## config.mk

```make
export PLATFORM = sky130hd
export DESIGN_NAME = linear_probe_hash_table_flat
export DESIGN_NICKNAME = d
export VERILOG_FILES = /design/src/lph_pkg.sv /design/src/lph_ifs.sv /design/src/lph_slots.sv /design/src/lph_ctrl.sv /design/src/linear_probe_hash_table.sv /design/src/flat_wrapper.sv
export SDC_FILE = /design/constraint.sdc
export NUM_CORES = 1
export LEC_CHECK = 0
export BUFFER_PORTS_ARGS = -buffer_cell sky130_fd_sc_hd__buf_2
export CORE_ASPECT_RATIO = 1.1
export CORE_MARGIN = 5
export CORE_UTILIZATION = 45
export DETAILED_ROUTE_END_ITERATION = 12
export PLACE_DENSITY = 0.62
export SYNTH_ARGS = -nofsm -noshare
export SYNTH_HDL_FRONTEND = slang
export SYNTH_HIERARCHICAL = 1
export SYNTH_SLANG_ARGS = --single-unit
```

## constraint.sdc

```tcl
create_clock -name i_clk -period 6.55 [get_ports i_clk]
set_input_delay 1.31 -clock i_clk [delete_from_list [all_inputs] [get_ports i_clk]]
set_output_delay 1.31 -clock i_clk [all_outputs]
set_load 0.005 [all_outputs]
```

## src/lph_pkg.sv

```systemverilog
// Shared types, widths and codes for the linear probing hash table.
package lph_pkg;

    // Table geometry. The slot count is a power of two, so the home slot is the low key bits.
    localparam int TABLE_SIZE = 16;
    localparam int SLOT_W     = $clog2(TABLE_SIZE);
    localparam int CNT_W      = $clog2(TABLE_SIZE + 1);

    // Field widths of the channels and the register.
    localparam int KEY_W      = 31;
    localparam int STATUS_W   = 3;
    localparam int SLOT_OUT_W = 4;
    localparam int LIMIT_W    = 5;
    localparam int CMP_W      = (CNT_W > LIMIT_W) ? CNT_W : LIMIT_W;

    // Register file of the configuration port.
    localparam int PADDR_W             = 3;
    localparam int PDATA_W             = 32;
    localparam logic REG_OCC_LIMIT     = 1'b0;
    localparam logic [LIMIT_W-1:0] LIMIT_RESET = LIMIT_W'(8);

    // Command codes.
    localparam logic CMD_INSERT = 1'b0;
    localparam logic CMD_SEARCH = 1'b1;

    // Result status codes.
    localparam logic [STATUS_W-1:0] ST_INSERTED  = 3'd0;
    localparam logic [STATUS_W-1:0] ST_REFUSED   = 3'd1;
    localparam logic [STATUS_W-1:0] ST_FOUND     = 3'd2;
    localparam logic [STATUS_W-1:0] ST_NOT_FOUND = 3'd3;
    localparam logic [STATUS_W-1:0] ST_BAD_KEY   = 3'd4;

    // Access request from the sequencer to the slot memory.
    typedef struct packed {
        logic [SLOT_W-1:0] rd_addr;
        logic              wr_en;
        logic [SLOT_W-1:0] wr_addr;
        logic [KEY_W-1:0]  wr_data;
    } t_slot_req;

endpackage

```

## src/lph_ifs.sv

```systemverilog
// Handshake interfaces for the request and result channels.
interface lph_req_if;
    import lph_pkg::*;
    logic             valid;
    logic             ready;
    logic             command;
    logic [KEY_W-1:0] key;
    modport source (output valid, command, key, input ready);
    modport sink (input valid, command, key, output ready);
endinterface

interface lph_rsp_if;
    import lph_pkg::*;
    logic                  valid;
    logic                  ready;
    logic [STATUS_W-1:0]   status;
    logic [SLOT_OUT_W-1:0] slot_index;
    modport source (output valid, status, slot_index, input ready);
    modport sink (input valid, status, slot_index, output ready);
endinterface

```

## src/lph_slots.sv

```systemverilog
// Key slot memory with per-entry valid bits; an unwritten slot reads as empty.
module lph_slots (
    input  logic                       i_clk,
    input  logic                       i_rst_n,
    input  lph_pkg::t_slot_req         i_req,
    output logic [lph_pkg::KEY_W-1:0]  o_rd_data
);
    import lph_pkg::*;

    logic [KEY_W-1:0]      r_mem [TABLE_SIZE];
    logic [TABLE_SIZE-1:0] r_vld;
    logic [KEY_W-1:0]      r_rd_data;
    logic                  r_rd_vld;

    // Key storage, written at one address and read at one address per cycle.
    always_ff @(posedge i_clk) begin
        if (i_req.wr_en) begin
            r_mem[i_req.wr_addr] <= i_req.wr_data;
        end
        r_rd_data <= r_mem[i_req.rd_addr];
    end

    // Valid bits are cleared at reset so the whole table reads as empty at once.
    always_ff @(posedge i_clk) begin
        if (!i_rst_n) begin
            r_vld    <= '0;
            r_rd_vld <= 1'b0;
        end else begin
            if (i_req.wr_en) begin
                r_vld[i_req.wr_addr] <= 1'b1;
            end
            r_rd_vld <= r_vld[i_req.rd_addr];
        end
    end

    assign o_rd_data = r_rd_vld ? r_rd_data : '0;

endmodule

```

## src/lph_ctrl.sv

```systemverilog
// Probe sequencer: one slot compare per cycle, occupancy count and result register.
module lph_ctrl (
    input  logic                         i_clk,
    input  logic                         i_rst_n,
    input  logic [lph_pkg::LIMIT_W-1:0]  i_limit,
    lph_req_if.sink                      i_req,
    lph_rsp_if.source                    o_rsp,
    output lph_pkg::t_slot_req           o_slot_req,
    input  logic [lph_pkg::KEY_W-1:0]    i_rd_data
);
    import lph_pkg::*;

    localparam logic [1:0] ST_IDLE   = 2'd0;
    localparam logic [1:0] ST_PROBE  = 2'd1;
    localparam logic [1:0] ST_FINISH = 2'd2;

    localparam logic [SLOT_W-1:0] LAST_PROBE = SLOT_W'(TABLE_SIZE - 1);

    logic [1:0]            r_state, n_state;
    logic                  r_cmd, n_cmd;
    logic [KEY_W-1:0]      r_key, n_key;
    logic [SLOT_W-1:0]     r_slot, n_slot;
    logic [SLOT_W-1:0]     r_probes, n_probes;
    logic [CNT_W-1:0]      r_count, n_count;
    logic [STATUS_W-1:0]   r_res_status, n_res_status;
    logic [SLOT_W-1:0]     r_res_slot, n_res_slot;
    logic                  r_out_valid, n_out_valid;
    logic [STATUS_W-1:0]   r_out_status, n_out_status;
    logic [SLOT_OUT_W-1:0] r_out_slot, n_out_slot;
    logic                  at_limit;
    logic                  slot_empty;
    logic                  slot_match;
    logic                  last_probe;

    assign at_limit   = (CMP_W'(r_count) >= CMP_W'(i_limit)) ||
                        (CMP_W'(r_count) >= CMP_W'(TABLE_SIZE));
    assign slot_empty = (i_rd_data == '0);
    assign slot_match = (i_rd_data == r_key);
    assign last_probe = (r_probes == LAST_PROBE);

    assign i_req.ready      = (r_state == ST_IDLE);
    assign o_rsp.valid      = r_out_valid;
    assign o_rsp.status     = r_out_status;
    assign o_rsp.slot_index = r_out_slot;

    // Sequencer: latch the request, walk the probe sequence, then hand off the result.
    always_comb begin
        n_state      = r_state;
        n_cmd        = r_cmd;
        n_key        = r_key;
        n_slot       = r_slot;
        n_probes     = r_probes;
        n_count      = r_count;
        n_res_status = r_res_status;
        n_res_slot   = r_res_slot;
        n_out_valid  = r_out_valid && !o_rsp.ready;
        n_out_status = r_out_status;
        n_out_slot   = r_out_slot;

        o_slot_req         = '0;
        o_slot_req.rd_addr = r_slot + SLOT_W'(1);
        o_slot_req.wr_addr = r_slot;
        o_slot_req.wr_data = r_key;

        case (r_state)
            ST_IDLE: begin
                if (i_req.valid) begin
                    n_cmd              = i_req.command;
                    n_key              = i_req.key;
                    n_slot             = i_req.key[SLOT_W-1:0];
                    n_probes           = '0;
                    n_res_slot         = '0;
                    o_slot_req.rd_addr = i_req.key[SLOT_W-1:0];
                    if (i_req.key == '0) begin
                        n_res_status = ST_BAD_KEY;
                        n_state      = ST_FINISH;
                    end else if (i_req.command == CMD_INSERT && at_limit) begin
                        n_res_status = ST_REFUSED;
                        n_state      = ST_FINISH;
                    end else begin
                        n_state = ST_PROBE;
                    end
                end
            end
            ST_PROBE: begin
                if (r_cmd == CMD_INSERT) begin
                    if (slot_empty) begin
                        o_slot_req.wr_en = 1'b1;
                        n_count          = r_count + CNT_W'(1);
                        n_res_status     = ST_INSERTED;
                        n_res_slot       = r_slot;
                        n_state          = ST_FINISH;
                    end else if (last_probe) begin
                        n_res_status = ST_REFUSED;
                        n_state      = ST_FINISH;
                    end else begin
                        n_slot   = r_slot + SLOT_W'(1);
                        n_probes = r_probes + SLOT_W'(1);
                    end
                end else begin
                    if (slot_match) begin
                        n_res_status = ST_FOUND;
                        n_res_slot   = r_slot;
                        n_state      = ST_FINISH;
                    end else if (slot_empty || last_probe) begin
                        n_res_status = ST_NOT_FOUND;
                        n_state      = ST_FINISH;
                    end else begin
                        n_slot   = r_slot + SLOT_W'(1);
                        n_probes = r_probes + SLOT_W'(1);
                    end
                end
            end
            ST_FINISH: begin
                if (!r_out_valid || o_rsp.ready) begin
                    n_out_valid  = 1'b1;
                    n_out_status = r_res_status;
                    n_out_slot   = SLOT_OUT_W'(r_res_slot);
                    n_state      = ST_IDLE;
                end
            end
            default: begin
                n_state = ST_IDLE;
            end
        endcase
    end

    // Control state.
    always_ff @(posedge i_clk) begin
        if (!i_rst_n) begin
            r_state     <= ST_IDLE;
            r_count     <= '0;
            r_out_valid <= 1'b0;
        end else begin
            r_state     <= n_state;
            r_count     <= n_count;
            r_out_valid <= n_out_valid;
        end
    end

    // Working registers of the current request and the result payload.
    always_ff @(posedge i_clk) begin
        r_cmd        <= n_cmd;
        r_key        <= n_key;
        r_slot       <= n_slot;
        r_probes     <= n_probes;
        r_res_status <= n_res_status;
        r_res_slot   <= n_res_slot;
        r_out_status <= n_out_status;
        r_out_slot   <= n_out_slot;
    end

    // The table never holds more keys than it has slots.
    a_count_bound: assert property (@(posedge i_clk) disable iff (!i_rst_n)
        CMP_W'(r_count) <= CMP_W'(TABLE_SIZE))
        else $error("occupancy count exceeds table size");

    // Only an insert probe writes the memory.
    a_write_insert: assert property (@(posedge i_clk) disable iff (!i_rst_n)
        o_slot_req.wr_en |-> (r_state == ST_PROBE && r_cmd == CMD_INSERT && r_key != '0))
        else $error("slot write outside an insert probe");

    // Every stored key raises the occupancy count by one.
    a_write_count: assert property (@(posedge i_clk) disable iff (!i_rst_n)
        o_slot_req.wr_en |=> (r_count == $past(r_count) + CNT_W'(1)))
        else $error("occupancy count did not follow a slot write");

    // A probe walk always starts on its first probe.
    a_probe_start: assert property (@(posedge i_clk) disable iff (!i_rst_n)
        (r_state == ST_IDLE && n_state == ST_PROBE) |=> (r_probes == '0))
        else $error("probe counter not cleared at start of walk");

    // A pending result is never overwritten by the next one.
    a_no_overwrite: assert property (@(posedge i_clk) disable iff (!i_rst_n)
        (r_out_valid && !o_rsp.ready) |=> r_out_valid)
        else $error("pending result lost");

endmodule

```

## src/linear_probe_hash_table.sv

```systemverilog
// Top level of the linear probing hash table: configuration port, sequencer and slot memory.
//
//  Channel  Direction  Transfer when                   Payload
//  i_req    in         i_req.valid && i_req.ready      command, key
//  o_rsp    out        o_rsp.valid && o_rsp.ready      status, slot_index
//  APB      in         psel && penable && pwrite       occupancy_limit at byte address 0
//
// A request is taken only while the sequencer is idle and keeps it busy through an accept
// step, one probe step per probed slot (at most 16 slots, one per table slot), and a step
// that loads the result register. A zero key or a refused insert skips the probe steps.
// The result register holds a finished result while the next request is taken;
// the next result then waits in its load step until the held one has made its transfer.
// Reset is synchronous; it empties the table at once through the slot valid bits.
module linear_probe_hash_table (
    input  logic                          i_clk,
    input  logic                          i_rst_n,
    lph_req_if.sink                       i_req,
    lph_rsp_if.source                     o_rsp,
    input  logic                          psel,
    input  logic                          penable,
    input  logic                          pwrite,
    input  logic [lph_pkg::PADDR_W-1:0]   paddr,
    input  logic [lph_pkg::PDATA_W-1:0]   pwdata,
    output logic [lph_pkg::PDATA_W-1:0]   prdata,
    output logic                          pready
);
    import lph_pkg::*;

    logic [LIMIT_W-1:0] r_limit;
    logic               reg_sel;
    t_slot_req          slot_req;
    logic [KEY_W-1:0]   rd_data;

    // Register decode: one 32-bit word per register.
    assign reg_sel = (paddr[PADDR_W-1] == REG_OCC_LIMIT);
    assign pready  = 1'b1;
    assign prdata  = reg_sel ? PDATA_W'(r_limit) : '0;

    // Occupancy limit register.
    always_ff @(posedge i_clk) begin
        if (!i_rst_n) begin
            r_limit <= LIMIT_RESET;
        end else if (psel && penable && pwrite && pready && reg_sel) begin
            r_limit <= pwdata[LIMIT_W-1:0];
        end
    end

    lph_ctrl u_ctrl (
        .i_clk      (i_clk),
        .i_rst_n    (i_rst_n),
        .i_limit    (r_limit),
        .i_req      (i_req),
        .o_rsp      (o_rsp),
        .o_slot_req (slot_req),
        .i_rd_data  (rd_data)
    );

    lph_slots u_slots (
        .i_clk     (i_clk),
        .i_rst_n   (i_rst_n),
        .i_req     (slot_req),
        .o_rd_data (rd_data)
    );

endmodule
```

## src/flat_wrapper.sv

```systemverilog
// flat-port wrapper written by rule: the top's interface ports become plain ports
module linear_probe_hash_table_flat import lph_pkg::*;
  (i_clk, i_rst_n, psel, penable, pwrite, paddr, pwdata, prdata, pready, i_req_valid, i_req_command, i_req_key, i_req_ready, o_rsp_valid, o_rsp_status, o_rsp_slot_index, o_rsp_ready);
  lph_req_if i_req_i ();
  lph_rsp_if o_rsp_i ();
  input  logic i_clk;
  input  logic i_rst_n;
  input  logic psel;
  input  logic penable;
  input  logic pwrite;
  input  logic [lph_pkg::PADDR_W-1:0] paddr;
  input  logic [lph_pkg::PDATA_W-1:0] pwdata;
  output logic [lph_pkg::PDATA_W-1:0] prdata;
  output logic pready;
  input wire logic [$bits(i_req_i.valid)-1:0] i_req_valid;
  input wire logic [$bits(i_req_i.command)-1:0] i_req_command;
  input wire logic [$bits(i_req_i.key)-1:0] i_req_key;
  output wire logic [$bits(i_req_i.ready)-1:0] i_req_ready;
  output wire logic [$bits(o_rsp_i.valid)-1:0] o_rsp_valid;
  output wire logic [$bits(o_rsp_i.status)-1:0] o_rsp_status;
  output wire logic [$bits(o_rsp_i.slot_index)-1:0] o_rsp_slot_index;
  input wire logic [$bits(o_rsp_i.ready)-1:0] o_rsp_ready;
  assign i_req_i.valid = i_req_valid;
  assign i_req_i.command = i_req_command;
  assign i_req_i.key = i_req_key;
  assign i_req_ready = i_req_i.ready;
  assign o_rsp_valid = o_rsp_i.valid;
  assign o_rsp_status = o_rsp_i.status;
  assign o_rsp_slot_index = o_rsp_i.slot_index;
  assign o_rsp_i.ready = o_rsp_ready;
  linear_probe_hash_table u_core (.i_clk(i_clk), .i_rst_n(i_rst_n), .i_req(i_req_i), .o_rsp(o_rsp_i), .psel(psel), .penable(penable), .pwrite(pwrite), .paddr(paddr), .pwdata(pwdata), .prdata(prdata), .pready(pready));
endmodule
```

Yosys cells after proc, flatten, opt, wreduce, memory -nomap -nowiden
Memories as Yosys holds them, arrays and structs flattened. A register that Yosys moved wholly into a read port is not among the register bits.
Index checks and enable logic that the tools add are counted.
{ "word_totals": {"mem_bits_rw": 496, "elab_cells": 116, "n_memories": 1, "ff_bits": 84, "input_bits": 74} }
{ "memory_table": {"columns": ["name", "words", "width", "rd", "rd_ports_with_merged_regs", "write_ports", "line", "text"], "rows": [
  ["u_core.u_slots.r_mem", 16, 31, 1, 1, 1, "lph_slots.sv:10", "logic [KEY_W-1:0] r_mem [TABLE_SIZE];"]
]} }
{ "classes": {"reduce_logical": 22, "muxes": 52, "n_lt_le_gt_ge": 5, "bitwise_logic": 4, "n_addsub": 3, "n_eq_ne": 15} }
{ "op_table": {"columns": ["cell", "n"], "rows": [
  ["4-bit 2-to-1 mux", 17],
  ["31-bit logical NOT", 2],
  ["31-bit == test", 1],
  ["31-bit 2-to-1 mux", 1],
  ["3-bit 2-to-1 mux", 8],
  ["4-bit one-hot mux with 2 select lines", 3],
  ["2-bit 2-to-1 mux", 9],
  ["3-bit != test, second input constant", 6],
  ["16-bit bitwise OR", 1],
  ["4-bit by 5-bit less-than comparator with 1-bit output, second input constant", 2],
  ["1-bit 2-to-1 mux", 9],
  ["4-bit by 1-bit adder with 4-bit output, second input constant", 2],
  ["4-bit != test, second input constant", 2],
  ["4-bit AND reduction", 2],
  ["1-bit logical AND", 6],
  ["2-bit one-hot mux with 3 select lines", 1],
  ["3-bit one-hot mux with 2 select lines", 1],
  ["6-bit AND reduction", 1],
  ["5-bit by 1-bit adder with 5-bit output, second input constant", 1],
  ["5-bit >= comparator", 1],
  ["5-bit >= comparator, second input constant", 1],
  ["5-bit 2-to-1 mux", 1],
  ["5-bit AND reduction", 1],
  ["1-bit binary-select mux with 4-bit select", 1],
  ["14 further kinds", 21]
]} }

Logic depth before layout (Yosys ltp)
Gate-level depths: netlist of the first run.
{ "depth": {"ltp_word": 7, "depth_mapped": 12, "ltp_nobuf": 8} }

Hierarchy
The synthesis of the first run kept the hierarchy.
{ "by_module_without_submodules": {"columns": ["mod", "seq_area_each_um2", "cells_per_inst", "n_inst", "area_each_um2"], "rows": [
  ["lph_slots", 15855.2, 899, 1, 20076.8],
  ["lph_ctrl", 1781.7, 222, 1, 2902.8],
  ["linear_probe_hash_table", 100.1, 58, 1, 479.2]
]} }

Worst setup path before layout of the first run
Ideal clock, no wire load.
{ "synth_path": {"path_type": "register -> register", "startpoint": "reg u_core.u_slots.r_rd_vld", "endpoint": "mem u_core.u_slots.r_mem[0][0], enable pin", "arrival_ns": 4.148, "stages_incl_launch_ff": 8, "setup_ns": 0.460, "path_buffers": 1, "slack_ns": 1.941, "path_cell_list": "dfxtp_1 -> clkbuf_1 -> and2_1 -> nor4_2 -> nand4_2 -> nor4_4 -> or3b_1 -> nor3_1"} }
{ "synth_rtl": {"columns": ["item", "line", "text"], "rows": [
  ["start, declared", "lph_slots.sv:13", "logic r_rd_vld;"],
  ["start signal, assigned", "lph_slots.sv:32", "r_rd_vld <= r_vld[i_req.rd_addr];"],
  ["end, declared", "lph_slots.sv:10", null]
]} }

==> results of run 1 <==
synth_stat cells (all sizes together) (2+ instances only):
cell type and count:
edfxtp 550, mux4 126, a22oi 62, dfxtp 61, buf 57, nand2 56, and2 38, xnor2 34
clkbuf 24, nor2 23, nor4 17, o21a 17, mux2i 13, nand4 13, nor3 11, nand2b 9
ha 8, inv 8, nor2b 7, nand3 6, o21ai 6, a21oi 5, and2b 5, a31oi 2
conb 2, nand3b 2, o211ai 2, xor2 2
how the worst max path moves through the flow:
stage,startpoint,to
3_3_place_gp,i_req_key[3],u_core/u_ctrl/r_res_status[0]
6_report,u_core/u_slots/r_rd_vld,u_core/u_slots/r_mem[3][19]
5_1_grt,u_core/u_slots/r_rd_vld,u_core/u_slots/r_mem[6][12]
4_1_cts,u_core/u_slots/r_rd_vld,u_core/u_slots/r_mem[3][17]
2_1_floorplan,u_core/u_slots/r_rd_vld,u_core/u_slots/r_mem[0][0]
3_5_place_dp,i_req_key[3],u_core/u_ctrl/r_res_status[0]
layout make-up:
class	instances	area, um2
fillers	4051	25100
flip-flops and latches	611	17700
clock inverters	26	228
multi-input cells	505	5440
repair buffers	85	518
clock buffers	77	1550
well taps	667	835
inverters	8	30.0
where the power goes:
group	switching (mW)	leakage [nW]	internal, mW
clock network	1.36	0.867	1.81
registers	0.211	5.48	4.59
logic	1.34	2.19	1.04
metrics by stage:
stage / utilization (%) / cells / total power, mW
final: 51.2 / 1979 / 10.4
after detailed placement: 47.7 / 1876 / 7.29
after global placement: 47.7 / 1876 / 7.26
after global routing: 51.2 / 1979 / 10.8
after floorplan: - / 1205 / 6.57
after CTS: 51.2 / 1979 / 10.5
metal layers:
metal | vias up | GRT usage, %
li1 | 4895 | -
met1 | 5962 | 24.9
met2 | 367 | 30.6
met3 | 69 | 3.48
met4 | 0 | 5.04
met5 | - | 0
cells by family after synthesis:
family / count (synthesis) / share of synthesized area (%)
and+or+nand+nor: 190 / 4.44
xor gates and xnor gates: 36 / 1.34
adders and majority gates: 8 / 0.427
muxes: 140 / 12.7
DFF: 611 / 75.6
other: 2 / 0.0320
AOI/OAI and AO/OA: 103 / 3.20
buffers and inverters: 89 / 2.25
flip-flops by register name, summed over array words and instances, names as in the netlist:
signal,cells
u_core/r_limit,5
u_core/u_ctrl/o_rsp.slot_index,4
u_core/u_ctrl/o_rsp.status,3
u_core/u_ctrl/o_rsp.valid,1
u_core/u_ctrl/r_cmd,1
u_core/u_ctrl/r_count,5
u_core/u_ctrl/r_key,31
u_core/u_ctrl/r_probes,4
u_core/u_ctrl/r_res_slot,4
u_core/u_ctrl/r_res_status,3
u_core/u_ctrl/r_slot,4
u_core/u_ctrl/r_state,2
u_core/u_slots/r_mem,496
u_core/u_slots/r_rd_data,31
u_core/u_slots/r_rd_vld,1
u_core/u_slots/r_vld,16
==> reports/qor.csv, run 1 <==
stage;metric;value;unit
status;status;finished, final reports clean;
worst_setup_path;CP max-delay cell;nor2_4;
sta;Slew headroom;19.1;%
routing;antenna-violating nets left;0;
clock_network;PostCTS Resize Cnt;0;
worst_setup_path;startpoint types;register;
place;Place WS;2150;ps
logic_synthesis;Post-synth ARST share;0;%
routing;WL met2;26000;um
sta;Final Hold Viols;0;
sta;Hold Worst Slack;436;ps
floorplanning;# IOs;116;
routing;WL met1;21100;um
worst_setup_path;CP Class;reg2reg;
global_route;vias in the first global route;11982;
clock_network;htree depth;2;
clock_network;Clock Sinks;611;
routing;vias per inst;5.71;
logic_synthesis;Mapped Cells;1179;
sta;endpoints failing setup;0;
finish;most common cell after layout, fill and taps aside;edfxtp_1;
logic_synthesis;Synth Cell Area;0.0235;mm2
clock_network;Root Buffer;clkbuf_16;
sta;Least-Margin Pin Slew;1200;ps
clock_network;CTS tree;yes;
sta;fin crit share;65.3;%
worst_setup_path;Buf/Inv on CP;2;
worst_setup_path;chain of cells forming the critical path;buf_4 > and2_1 > nor3_1 > nand4_1 > nor4_4 > or3b_1 > nor2_4 > buf_4;
floorplanning;Die Area;0.0568;mm2
worst_setup_path;Reg2Reg Depth;8;
sta;skew final;13.7;ps
logic_synthesis;Yosys warnings;6;
finish;antenna cells;0;
power;PwrDens;393;mW/mm2
routing;DRC Markers;0;
routing;highest metal used;met4;
sta;final worst slack;2270;ps
routing;Met3 Routed Length;3260;um
routing;vias after detailed routing;11293;
finish;commonest cells after routing, fill and taps aside;edfxtp_1, mux4_2, a22oi_1, dfxtp_1, buf_2;
logic_synthesis;Synth cell types;47;
floorplanning;total core area;0.0515;mm2
floorplanning;Die Wd;228;um
logic_synthesis;synth top area cells;edfxtp_1, mux4_2, dfxtp_1, a22oi_1, xnor2_1;
worst_setup_path;CP Capture Type;register;
logic_synthesis;dominant synthesized flop cell;edfxtp_1;
min_path;WHS Path Cells;0;
routing;Iter 0 DRT Violations;990;
min_path;worst hold path class;reg2reg;
clock_network;CTS Buffer Depth;3;
global_route;Total Routing Usage GR;18.3;%
sta;Slew Viols, Final;0;
place;RePlAce Congestion;0.741;
worst_setup_path;slowest stage delay, CP;800;ps
routing;drt wl/cell;26.1;um
clock_network;clk slew on worst S/H paths;60;ps
power;P_leak;8.54;nW
finish;Final Cell Area;0.0263;mm2
floorplanning;die height;249;um
worst_setup_path;CP dominant cell by count;buf_4;
sta;highest achievable clock rate;0.234;GHz
logic_synthesis;Avg Inst Size Synth;19.9;um2
sta;RSZ-0062 raised after global routing;false;
clock_network;clk_lat worst skew;600;ps
logic_synthesis;post-synth top area cell;edfxtp_1;
worst_setup_path;RR Startpoint;u_core/u_slots/r_rd_vld;
clock_network;CTS buffer count;57;
place;IO Port Bufs;58;
worst_setup_path;FF-to-FF setup slack;2270;ps
global_route;total gr overflow;0;
min_path;worst min-delay path endpoint;u_core/u_ctrl/o_rsp.slot_index[3];
clock_network;cts hold-fix bufs;0;
worst_setup_path;Stages on worst setup path;8;
global_route;antenna violations before repair;0;
logic_synthesis;post-synthesis register bit count;611;
worst_setup_path;Critical Path RT;6820;ps
logic_synthesis;Seq/Total Area, Yosys;75.6;%
power;Max IR drop VDD;0.333;mV
routing;Routed WL;51600;um
worst_setup_path;CP arrival;4550;ps
floorplanning;Core Rows;87;
global_route;largest net degree at the start of global routing;68;
worst_setup_path;critical path fanouts, max;31;
sta;min Tclk post-route;4280;ps
place;Area after DPL;0.0246;mm2
sta;Setup TNS;0;ps
floorplanning;Starting Density;45.6;%
logic_synthesis;top-area cell type share of the netlist area;70.4;%
finish;Area Growth Syn to Fin;12.3;%
routing;First-pass DRT Iterations;5;
finish;Nets;1350;
logic_synthesis;number of flops mapped to enable cells by yosys;550;
place;DP HPWL;28100;um
worst_setup_path;Crit path max-delay family;simple AND/OR/NAND/NOR gates;
clock_network;post-CTS setup buffers;0;
finish;share of layout cells above drive strength 1;24.4;%
run;Max Cap Viol;0;
global_route;first-pass GRT wire length;77100;um
min_path;hold_sp;u_core/u_ctrl/r_res_slot[3];
worst_setup_path;RR Endpoint;u_core/u_slots/r_mem[3][19];
No activity file was read; power rests on OpenSTA's default activity.
==> run 2: changes to the inputs <==
- clock period: 6.55 -> 4 ns (I/O delays scaled with it)
==> run 2 against run 1 <==
  * Non-clock buffer count up 29
  * Fmax up 23%
  * Count of clock-buffer cells in the layout down 8
  * Sequential share of layout area down 1.6 points
  * Combinational power up 71%
  * Design area up 2.4%
  * Core utilization up 1.2 points
  * Critical endpoint is now u_core/u_slots/r_mem[0][21]
  * Highest routed layer unchanged
==> reports/qor.csv, run 2 (synthesis results as in run 1) <==
stage;metric;value;unit
status;status;finished, final reports clean;
finish;Biggest register;u_core/u_slots/r_mem;
routing;Routed WL;50000;um
finish;most common cell after layout, fill and taps aside;edfxtp_1;
worst_setup_path;Worst setup startpoint;u_core/u_slots/r_rd_vld;
sta;min Tclk post-route;3480;ps
finish;commonest cells after routing, fill and taps aside;edfxtp_1, mux4_2, a22oi_1, dfxtp_1;
worst_setup_path;startpoint types;register;
sta;skew final;19.1;ps
power;PwrDens;655;mW/mm2
power;P_leak;8.86;nW
clock_network;Clock Sinks;611;
min_path;worst hold path class;in2reg;
routing;DRC Markers;0;
sta;Slew Viols, Final;0;
routing;drt wl/cell;24.9;um
sta;Slew headroom;35.5;%
routing;Iter 0 DRT Violations;851;
global_route;Total Routing Usage GR;17.7;%
place;RePlAce Congestion;0.743;
sta;Least-Margin Pin Slew;967;ps
power;Max IR drop VDD;0.586;mV
worst_setup_path;Reg2Reg Depth;7;
finish;Final Cell Area;0.0270;mm2
worst_setup_path;RR Startpoint;u_core/u_slots/r_rd_vld;
place;Area after DPL;0.0250;mm2
sta;highest achievable clock rate;0.287;GHz
global_route;first-pass GRT wire length;75100;um
sta;Final Hold Viols;0;
worst_setup_path;CP arrival;3730;ps
finish;Area Growth Syn to Fin;15.0;%
worst_setup_path;CP Class;reg2reg;
floorplanning;total core area;0.0515;mm2
finish;Nets;1378;
sta;endpoints failing setup;0;
sta;Setup TNS;0;ps
worst_setup_path;FF-to-FF setup slack;520;ps
place;DP HPWL;28100;um
floorplanning;Die Wd;228;um
floorplanning;# IOs;116;
clock_network;PostCTS Resize Cnt;0;
run;Max Cap Viol;0;
routing;First-pass DRT Iterations;4;
clock_network;Root Buffer;clkbuf_16;
global_route;largest net degree at the start of global routing;65;
clock_network;CTS buffer count;56;
global_route;total gr overflow;0;
clock_network;clk slew on worst S/H paths;60;ps
place;IO Port Bufs;58;
clock_network;clk_lat worst skew;580;ps
floorplanning;die height;249;um
finish;antenna cells;0;
finish;Largest register FFs;496;
global_route;antenna violations before repair;0;
floorplanning;Core Rows;87;
routing;vias after detailed routing;11357;
clock_network;post-CTS setup buffers;0;
worst_setup_path;worst setup path endpoint;u_core/u_slots/r_mem[0][21];
worst_setup_path;critical path fanouts, max;32;
clock_network;CTS Buffer Depth;3;
clock_network;CTS tree;yes;
worst_setup_path;RR Endpoint;u_core/u_slots/r_mem[0][21];
routing;antenna-violating nets left;0;
worst_setup_path;Critical Path RT;4250;ps
sta;RSZ-0062 raised after global routing;false;
clock_network;cts hold-fix bufs;0;
finish;Largest regs;u_core/u_slots/r_mem: 496 flops, u_core/u_ctrl/r_key: 31 flops, u_core/u_slots/r_rd_data: 31 flops;
clock_network;htree depth;2;
floorplanning;Die Area;0.0568;mm2
sta;fin crit share;87.0;%
finish;share of layout cells above drive strength 1;27.3;%
global_route;vias in the first global route;11855;
worst_setup_path;CP Capture Type;register;
routing;vias per inst;5.65;
floorplanning;Starting Density;45.6;%
-- run 2: cell types whose count changed in the layout (fill, tap and decap cells not counted), sizes merged --
cell and delta:
buf +29, clkbuf -8, bufinv +7, clkinv +1, clkinvlp +1
-- run 2: worst min-delay path by stage --
stage,depth (start not counted),to,startpoint
after floorplan,0,u_core/u_ctrl/o_rsp.slot_index[0],u_core/u_ctrl/r_res_slot[0]
after global placement,0,u_core/u_ctrl/o_rsp.slot_index[3],u_core/u_ctrl/r_res_slot[3]
after detailed placement,0,u_core/u_ctrl/o_rsp.slot_index[0],u_core/u_ctrl/r_res_slot[0]
after CTS,1,u_core/u_ctrl/r_key[13],i_req_key[13]
after global routing,1,u_core/u_ctrl/r_key[21],i_req_key[21]
final,1,u_core/u_ctrl/r_key[13],i_req_key[13]
-- run 2: worst max-delay path, cell delays in order, from the launching register on --
cell and delay (ps):
dfxtp_1 620, and2_1 320, nor4_1 340, nand4_1 430, nor4_4 360, or3b_1 560
nor3_4 220, buf_12 300
-- run 2: area by class of cell --
type,count,area (um2)
inverters,8,30.0
clock buffers,69,1540
fillers,4009,24500
clock inverters,35,457
multi-input cells,505,5480
repair buffers,114,898
well taps,667,835
flip-flops and latches,611,17700
-- run 2: where the power goes --
part	internal, mW	total [mW]	switching (mW)
Sequential	7.51	7.89	0.377
Clock	3.44	5.69	2.24
Combinational	1.86	4.08	2.23
Total	12.8	17.7	4.85
-- run 2: per-layer routing --
metal	vias up	GRT usage [%]	part of all wire, %
met4	0	3.76	1.6
li1	4946	-	-
met3	57	2.50	5.6
met2	359	29.0	51
met5	-	0	0
met1	5995	25.5	42
-- run 2: stage by stage --
step / power, mW / cells / util (%) / setup WS, ps / hold WS [ps]
floorplan: 10.8 / 1205 / - / 256 / 400
global placement: 12.1 / 1905 / 48.5 / 572 / 420
detailed placement: 12.2 / 1905 / 48.5 / 469 / 406
CTS: 17.9 / 2009 / 52.4 / 448 / 386
global route: 18.5 / 2009 / 52.4 / 231 / 381
finish: 17.7 / 2009 / 52.4 / 521 / 414
==> run 3: changes to the inputs <==
- CELL_PAD_IN_SITES_DETAIL_PLACEMENT: unset -> 1
- CELL_PAD_IN_SITES_GLOBAL_PLACEMENT: unset -> 1
- PLACE_DENSITY: 0.62 -> 0.68
==> run 3 against run 2 <==
  * Critical path depth up 1
  * Flip-flop and latch count unchanged
  * Via count up 1.9%
  * Power down 0.46%
  * Register-to-register slack better by 50 ps
  * Largest power group unchanged
  * Highest routed layer unchanged
==> reports/qor.csv, run 3 (synthesis results as in run 1) <==
stage;metric;value;unit
clock_network;Root Buffer;clkbuf_16;
worst_setup_path;critical path fanouts, max;32;
worst_setup_path;worst setup path endpoint;u_core/u_slots/r_mem[0][13];
clock_network;htree depth;2;
global_route;largest net degree at the start of global routing;52;
routing;First-pass DRT Iterations;5;
clock_network;clk slew on worst S/H paths;60;ps
worst_setup_path;startpoint types;register;
place;DP HPWL;30700;um
worst_setup_path;FF-to-FF setup slack;570;ps
worst_setup_path;Buf/Inv on CP;2;
clock_network;CTS Buffer Depth;3;
clock_network;post-CTS setup buffers;0;
sta;RSZ-0062 raised after global routing;false;
finish;most common cell after layout, fill and taps aside;edfxtp_1;
worst_setup_path;CP max-delay cell;dfxtp_1;
sta;Slew Viols, Final;0;
worst_setup_path;Reg2Reg Depth;8;
routing;vias after detailed routing;11576;
routing;DRC Markers;0;
sta;skew final;15.1;ps
global_route;vias in the first global route;12719;
floorplanning;# IOs;116;
worst_setup_path;RR Startpoint;u_core/u_slots/r_rd_vld;
routing;antenna-violating nets left;0;
run;Max Cap Viol;0;
sta;Setup TNS;0;ps
sta;endpoints failing setup;0;
worst_setup_path;CP Class;reg2reg;
finish;antenna cells;0;
sta;Hold Worst Slack;381;ps
worst_setup_path;Crit path max-delay family;simple AND/OR/NAND/NOR gates;
finish;commonest cells after routing, fill and taps aside;edfxtp_1, mux4_2, a22oi_1, clkbuf_16, dfxtp_1;
floorplanning;Starting Density;45.6;%
finish;Largest regs;u_core/u_slots/r_mem: 496 flops, u_core/u_ctrl/r_key: 31 flops, u_core/u_slots/r_rd_data: 31 flops;
floorplanning;Die Area;0.0568;mm2
global_route;first-pass GRT wire length;81000;um
routing;Routed WL;53700;um
floorplanning;die height;249;um
global_route;Total Routing Usage GR;19.2;%
worst_setup_path;CP Capture Type;register;
finish;fin util;52.3;%
global_route;antenna violations before repair;0;
finish;Biggest register;u_core/u_slots/r_mem;
sta;min Tclk post-route;3430;ps
clock_network;CTS tree;yes;
routing;Iter 0 DRT Violations;879;
worst_setup_path;slowest stage delay, CP;580;ps
sta;highest achievable clock rate;0.291;GHz
routing;drt wl/cell;26.8;um
worst_setup_path;Worst setup startpoint;u_core/u_slots/r_rd_vld;
place;IO Port Bufs;58;
clock_network;clk_lat worst skew;610;ps
worst_setup_path;chain of cells forming the critical path;buf_4 > and2_1 > nor4_2 > nand4_2 > nor4_4 > or3b_1 > nor3_4 > buf_12;
sta;Least-Margin Pin Slew;1030;ps
clock_network;cts hold-fix bufs;0;
worst_setup_path;RR Endpoint;u_core/u_slots/r_mem[0][13];
worst_setup_path;CP arrival;3710;ps
power;PwrDens;653;mW/mm2
sta;fin crit share;85.8;%
clock_network;Clock Sinks;611;
status;status;finished, final reports clean;
place;RePlAce Congestion;0.708;
finish;Largest register FFs;496;
finish;share of layout cells above drive strength 1;26.3;%
min_path;worst hold path class;in2reg;
floorplanning;Core Rows;87;
floorplanning;total core area;0.0515;mm2
floorplanning;Die Wd;228;um
worst_setup_path;Stages on worst setup path;8;
finish;Nets;1373;
clock_network;PostCTS Resize Cnt;0;
sta;Final Hold Viols;0;
global_route;total gr overflow;0;
finish;Area Growth Syn to Fin;14.8;%
routing;vias per inst;5.76;
sta;Slew headroom;31.2;%
power;P_leak;8.80;nW
clock_network;CTS buffer count;58;
power;Max IR drop VDD;0.431;mV
worst_setup_path;Critical Path RT;4280;ps
## run 3: worst min path at each step
| stage | depth (start not counted) | endpoint | startpoint | slack (ps) |
|---|---|---|---|---|
| after global placement | 0 | u_core/u_ctrl/o_rsp.slot_index[2] | u_core/u_ctrl/r_res_slot[2] | 420 |
| final | 1 | u_core/u_ctrl/r_key[4] | i_req_key[4] | 380 |
| after detailed placement | 0 | u_core/u_ctrl/o_rsp.status[1] | u_core/u_ctrl/r_res_status[1] | 410 |
| after floorplan | 0 | u_core/u_ctrl/o_rsp.slot_index[0] | u_core/u_ctrl/r_res_slot[0] | 400 |
| after global routing | 1 | u_core/u_ctrl/r_key[24] | i_req_key[24] | 350 |
| after CTS | 1 | u_core/u_ctrl/r_key[24] | i_req_key[24] | 350 |
## run 3: report_power, final
group	internal (mW)	switching, mW	leakage, nW
clock network	3.29	2.26	0.957
logic	1.85	2.28	2.37
registers	7.52	0.383	5.48
total	12.7	4.92	8.80
## run 3: layout make-up
type / count / area [um2]
well taps: 667 / 835
inverters: 8 / 30.0
clock inverters: 15 / 176
fillers: 4586 / 24600
clock buffers: 95 / 1780
flip-flops and latches: 611 / 17700
repair buffers: 107 / 908
multi-input cells: 505 / 5470
## run 3: routing by layer
metal	vias to the layer above	GRT usage [%]	share of wire [%]
met5	-	0	0
met1	6240	26.7	42
met3	61	3.04	5.2
li1	4943	-	-
met2	332	32.0	51
met4	0	4.65	1.8
## run 3: stage by stage
stage               instances  setup WS [ps]  total power [mW]  area [um2]
detailed placement       1898            550              12.2       25000
floorplan                1205            256              10.8       23600
global route             2008            299              18.4       26900
global placement         1898            594              12.1       25000
CTS                      2008            525              17.8       26900
finish                   2008            567              17.6       26900
## run 3: worst reg2reg max path: stages (launching register included)
cell and delay (ps):
dfxtp_1 580, buf_4 310, and2_1 160, nor4_2 310
nand4_2 270, nor4_4 380, or3b_1 560, nor3_4 210
buf_12 300
